[src/hw/rtl/tcw_pkg.sv]
// Text console writer package: shared field widths, character codes and the
// work item that travels from the front end to the back end through the queue.
// No dependencies.
package tcw_pkg;

	localparam int CHAR_W       = 8;
	localparam int ATTR_W       = 8;
	localparam int READ_ADDR_W  = 12;
	localparam int COL_W        = 8;
	localparam int CURSOR_IDX_W = 11;
	localparam int QUEUE_DEPTH  = 2;

	localparam logic [CHAR_W-1:0] CH_NEWLINE = 8'h0A;
	localparam logic [CHAR_W-1:0] CH_SPACE   = 8'h20;
	localparam logic [COL_W-1:0]  COL_LAST   = 8'hFF;

	// Classified operation of one command.
	typedef enum logic [1:0] {
		OP_READ,
		OP_NEWLINE,
		OP_PUT
	} op_t;

	typedef struct packed {
		op_t                    op;
		logic [CHAR_W-1:0]      char_code;
		logic [ATTR_W-1:0]      attribute;
		logic [READ_ADDR_W-1:0] read_address;
	} work_t;

	// Status reported by the back end to the front end.
	typedef struct packed {
		logic clearing;
	} back_stat_t;

endpackage

[src/hw/rtl/tcw_fifo.sv]
// Short work queue between the front end and the back end.
// Depends on tcw_pkg for the work item type and the queue depth.
module tcw_fifo import tcw_pkg::*; (
	input  logic  clk,
	input  logic  arst_n,
	input  logic  push_valid,
	output logic  push_ready,
	input  work_t push_data,
	output logic  pop_valid,
	input  logic  pop_ready,
	output work_t pop_data
);

	localparam int PTR_W = (QUEUE_DEPTH > 1) ? $clog2(QUEUE_DEPTH) : 1;
	localparam int CNT_W = $clog2(QUEUE_DEPTH + 1);

	work_t            entry_q [QUEUE_DEPTH];
	logic [PTR_W-1:0] wr_ptr_q;
	logic [PTR_W-1:0] rd_ptr_q;
	logic [CNT_W-1:0] count_q;
	logic             do_push;
	logic             do_pop;

	assign push_ready = (count_q != CNT_W'(QUEUE_DEPTH));
	assign pop_valid  = (count_q != '0);
	assign pop_data   = entry_q[rd_ptr_q];
	assign do_push    = push_valid && push_ready;
	assign do_pop     = pop_valid && pop_ready;

	always_ff @(posedge clk or negedge arst_n) begin
		if (!arst_n) begin
			wr_ptr_q <= '0;
			rd_ptr_q <= '0;
			count_q  <= '0;
		end else begin
			if (do_push) begin
				wr_ptr_q <= (wr_ptr_q == PTR_W'(QUEUE_DEPTH - 1)) ? '0 : wr_ptr_q + 1'b1;
			end
			if (do_pop) begin
				rd_ptr_q <= (rd_ptr_q == PTR_W'(QUEUE_DEPTH - 1)) ? '0 : rd_ptr_q + 1'b1;
			end
			if (do_push && !do_pop) begin
				count_q <= count_q + 1'b1;
			end else if (do_pop && !do_push) begin
				count_q <= count_q - 1'b1;
			end
		end
	end

	always_ff @(posedge clk) begin
		if (do_push) begin
			entry_q[wr_ptr_q] <= push_data;
		end
	end

endmodule

[config.mk]
export PLATFORM = sky130hd
export DESIGN_NAME = tcw_fifo
export DESIGN_NICKNAME = d
export VERILOG_FILES = /design/src/hw/rtl/tcw_pkg.sv /design/src/hw/rtl/tcw_fifo.sv
export SDC_FILE = /design/constraint.sdc
export NUM_CORES = 1
export LEC_CHECK = 0
export BUFFER_PORTS_ARGS = -buffer_cell sky130_fd_sc_hd__buf_2
export CAP_MARGIN = 20
export CORE_ASPECT_RATIO = 0.8
export CORE_MARGIN = 2
export CORE_UTILIZATION = 45
export DETAILED_ROUTE_END_ITERATION = 16
export PLACE_DENSITY = 0.8
export REMOVE_ABC_BUFFERS = 1
export SLEW_MARGIN = 0
export SYNTH_ARGS = -nofsm -noshare
export SYNTH_HDL_FRONTEND = slang
export SYNTH_SLANG_ARGS = --single-unit
[constraint.sdc]
create_clock -name clk -period 3.15 [get_ports clk]
set_input_delay 0.1575 -clock clk [delete_from_list [all_inputs] [get_ports clk]]
set_output_delay 0.1575 -clock clk [all_outputs]
set_load 0.01 [all_outputs]
# Word level (Yosys, flattened, before mapping)
# Memory sizes are Yosys's and may differ from the RTL's.
# Index checks and enable logic that the tools add are counted.
# op_classes
n_mux,6
n_lt_le_gt_ge,0
reduce_logical,8
eq_ne,1
shift,0
n_bitwise,0
div_mod_pow,0
n_addsub,4
n_mul,0
# ops
cell,count
$logic_and A1 B1 Y1,4
$mux W1,4
$mux W2,2
$reduce_bool A2 Y1,2
$add A1 B1 Y1 const B,2
$add A2 B1 Y2 const B,1
$logic_not A1 Y1,2
$ne A2 B2 Y1 const B,1
$sub A2 B1 Y2 const B,1
# word_totals
mem_count,1
word_cells,23
latch_bits,0
rom_bits,0
regBits,4
mem_bits_rw,60
# memory_table
memory,depth,width,read_ports,rd_clocked_by_memory_dff,write_ports,line_no,source
entry_q,2,30,1,0,1,tcw_fifo.sv:17,work_t entry_q [QUEUE_DEPTH];

# Logic depth before layout (Yosys ltp)
# depth
depth_word,6
ltp_mapped,7
mapped_depth_nobuf,7

# Least setup slack after synthesis
# OpenSTA, ideal clock, no wires.
# synth_path
path_type,register to register
startpoint,reg count_q[0]
endpoint,"mem entry_q[0][0] (netlist name), enable pin"
stages_incl_launch_ff,4
setup_slack_ns,0.809
period_less_slack_ns,2.341
path_buffers,0
t_arrival_ns,1.924
path_cell_list,dfrtp_1 -> nand2b_4 -> nand2_1 -> nor2_1
# synth_via
elab_chain_cells,4
# synth_lines
element,line_no,source
"start, declared",tcw_fifo.sv:20,logic [CNT_W-1:0] count_q;
"start signal, assigned",tcw_fifo.sv:43,count_q <= count_q + 1'b1;
"start signal, assigned",tcw_fifo.sv:45,count_q <= count_q - 1'b1;
$ne A2 B2 Y1,tcw_fifo.sv:24,assign push_ready = (count_q != CNT_W'(QUEUE_DEPTH));
net push_ready,tcw_fifo.sv:7,"output logic push_ready,"
$logic_and A1 B1 Y1,tcw_fifo.sv:27,assign do_push = push_valid && push_ready;
$mux W1,tcw_fifo.sv:51,if (do_push) begin
$mux W1 (implied by the code),tcw_fifo.sv:52,entry_q[wr_ptr_q] <= push_data;
"end, declared",tcw_fifo.sv:17,
# The timed path passes the listed nets, and every way through them passes these cells.

==> key figures <==
Status
  – Status: finished clean

Run
  – Max Cap Violations: 0

Power
  – Pint: roughly 1900 µW
  – Clock share of power: 23.2%
  – Pwr/cell area: 901 nW/µm²
  – Worst VDD drop: around 470 µV
  – P_leak: 0.00116 µW
  – Flop pwr share: 47.1%
  – Logic pwr share: 29.7%
  – Sw Pwr: 775 µW
  – Sw Ratio: 28.7%

Clock tree
  – Worst-Skew Late Latency: 0.32 ns
  – Clock buffer depth: 2
  – Postcts setup bufs: 0
  – Worst-path clk slew: 0.07 ns
  – Clk sinks: 64
  – CTS tree: done
  – Post-CTS Resized: 0
  – CTS HTree Levels: 3
  – CTS buffer count: 9
  – Clk root buf: clkbuf_8

Layout
  – Cell area after layout: 3000 µm²
  – Fillers: 399
  – N_diodes: 0
  – Layout Nets: roughly 230
  – Most frequent cells in the layout: buf_2, edfxtp_1, mux2_2, clkbuf_8
  – Most common library cell in the layout ignoring fill and taps: buf_2
  – Share of cells above drive strength 1: 59.0%
  – Post-Layout Cell Count: 257
  – Area Growth Syn to Fin: 25.6%
  – Multi-input logic area: 448 µm²
  – Sequential cell area: 1900 µm²

Routing
  – Drt via density: roughly 4.8
  – Iteration count of the initial detailed-routing pass: 4
  – Via count: 1237
  – Avg WL per Cell: 15.1 µm
  – Detailed Route Iter0 Violations: 98
  – Post-route DRC: 0
  – Antenna-violating nets left: 0
  – Routed WL: 3.87 mm

GRT
  – Initial antenna violation count: 0
  – Total grt overflow: 0
  – All-layer global routing usage: between 10 and 15%
  – Largest net degree at the start of global routing: 26
  – Vias in the first global route: roughly 1300
  – First-pass GRT wire length: 6.15 mm

STA
  – Hold_ws: 0.0216 ns
  – Post-layout min period: 2.15 ns
  – Setup_tns: 0 ns
  – Final setup violation count: 0
  – RSZ-0062 raised after global routing: no
  – Max-slew violations: 0
  – Final worst path period share: 68.4%
  – Rel. slew slack: 52.1%
  – Worst-Margin Slew: 0.719 ns
  – Skew final: 0.00672 ns
  – Final Hold Vio Count: 0
  – Fmax: ~460 MHz

Placement
  – DP HPWL: 2.63 mm
  – Dpl cells: 238
  – Input/output buffers: 65
  – Dpl cell area: 2780 µm²
  – GPL Wtd Cong: 0.691

Floorplan
  – Die Span Y: 69.1 µm
  – Die footprint: 5900 µm²
  – Core area: ~5100 µm²
  – Initial Utilization: 47.1%
  – Boundary Pins: 66
  – Rows: 23
  – Die X-Extent: 85.4 µm

Worst setup path
  – Crit path kind: flop to output pin
  – Worst Path Required: ~3.0 ns
  – Setup crit start kind: flop
  – Slowest cell delay on critical path: 0.80 ns
  – Worst-path maximum fanout: 18
  – CP max stage cell: dfrtp_1
  – Arrival time of the worst setup path: 2.00 ns
  – Crit. End Element: output pin
  – Cells along the critical path: buf_4, mux2_2, buf_2

Logic synthesis
  – Area of the mapped netlist: about 2400 µm²
  – Gate Count Post-Synth: 111
  – Synth Warn #: 0
  – Cell variety after synth: 14
  – Avg Inst Size Synth: roughly 21 µm²
  – Sequential area share after synthesis: 79.7%
  – #FFs+latches synth: 64

Worst hold path
  – HP Class: primary input to flop
[synthesized netlist by cell type, drive strengths merged]
cell    number  share of area (%)
and3         1               0.26
buf          3                1.4
dfrtp        4                4.2
edfxtp      60                 76
ha           1               0.52
inv          1               0.16
mux2        30                 14
nand2        2               0.63
nand2b       1               0.58
nor2         2               0.31
or2          1               0.37
xnor2        3                1.1
xor2         2               0.73
[final cells by class]
cell class	count	share of cell area (%)
Sequential cell	64	63.5
Inverter	1	0.125
Clock buffer	10	4.26
Clock inverter	5	1.63
Timing Repair Buffer	72	12.9
Multi-Input combinational cell	43	15.0
Tap cell	62	2.59
[per-stage QoR]
step	worst slack [ns]	util, %	power, µW
6_report	0.997	59.1	2700
3_5_place_dp	1.23	54.9	2100
2_1_floorplan	0.809	-	1780
3_3_place_gp	1.30	54.9	2090
5_1_grt	0.875	59.1	2850
4_1_cts	0.937	58.7	2740
[power groups by stage]
stage               clock, µW  sequential (µW)  combinational [µW]
finish                    626             1270                 801
global route              686             1290                 867
CTS                       648             1280                 815
detailed placement          0             1290                 808
global placement            0             1280                 802
floorplan                   0             1290                 494
[flip-flops by register name (all words and copies together) (netlist names)]
signal / count
count_q: 2
entry_q: 60
rd_ptr_q: 1
wr_ptr_q: 1
[kinds of logic (layout without fill, tap and decap cells)]
kind of cell,after synthesis,after routing,share of synthesized area [%]
xor gates and xnor gates,5,5,1.84
adders and majority gates,1,1,0.525
buffers and inverters,4,88,1.57
DFF,64,64,79.7
muxes,30,30,14.2
and+or+nand+nor,7,7,2.15
[critical path, delay by kind of cell, from the launching register on]
kind / cells / cell delay, ns
multiplexers: 1 / 0.37
flip-flops: 1 / 0.80
buffers and inverters: 2 / 0.49
[timing repair]
item                       in CTS  in global routing
hold endpoints to repair        6                  4
setup endpoints to repair       0                  0
hold buffers                    2                  2
[metal layers]
layer  vias to the layer above  GRT usage (%)  routed length (µm)
met4                         0           2.65                   0
met2                        55           22.3                1900
li1                        584              -                   -
met3                         0           7.78                 329
met5                         -              0                   0
met1                       598           17.0                1640
[path summary, 6_finish.rpt]
kind                                         from                       end  slack [ns]  cells past startpoint
max                          rd_ptr_q$_DFFE_PN0P_              pop_data[29]         1.0                      3
min                                  push_data[0]   entry_q[1][0]$_DFFE_PP_        0.02                      1
max reg2reg                count_q[0]$_DFFE_PN0P_  entry_q[1][23]$_DFFE_PP_        1.25                      3
min reg2reg                  wr_ptr_q$_DFFE_PN0P_      wr_ptr_q$_DFFE_PN0P_        0.53                      1
max in group asynchronous                  arst_n    count_q[1]$_DFFE_PN0P_        2.86                      2
min in group asynchronous                  arst_n    count_q[0]$_DFFE_PN0P_        0.16                      2
Note: power is estimated with default switching activity, not from simulation.
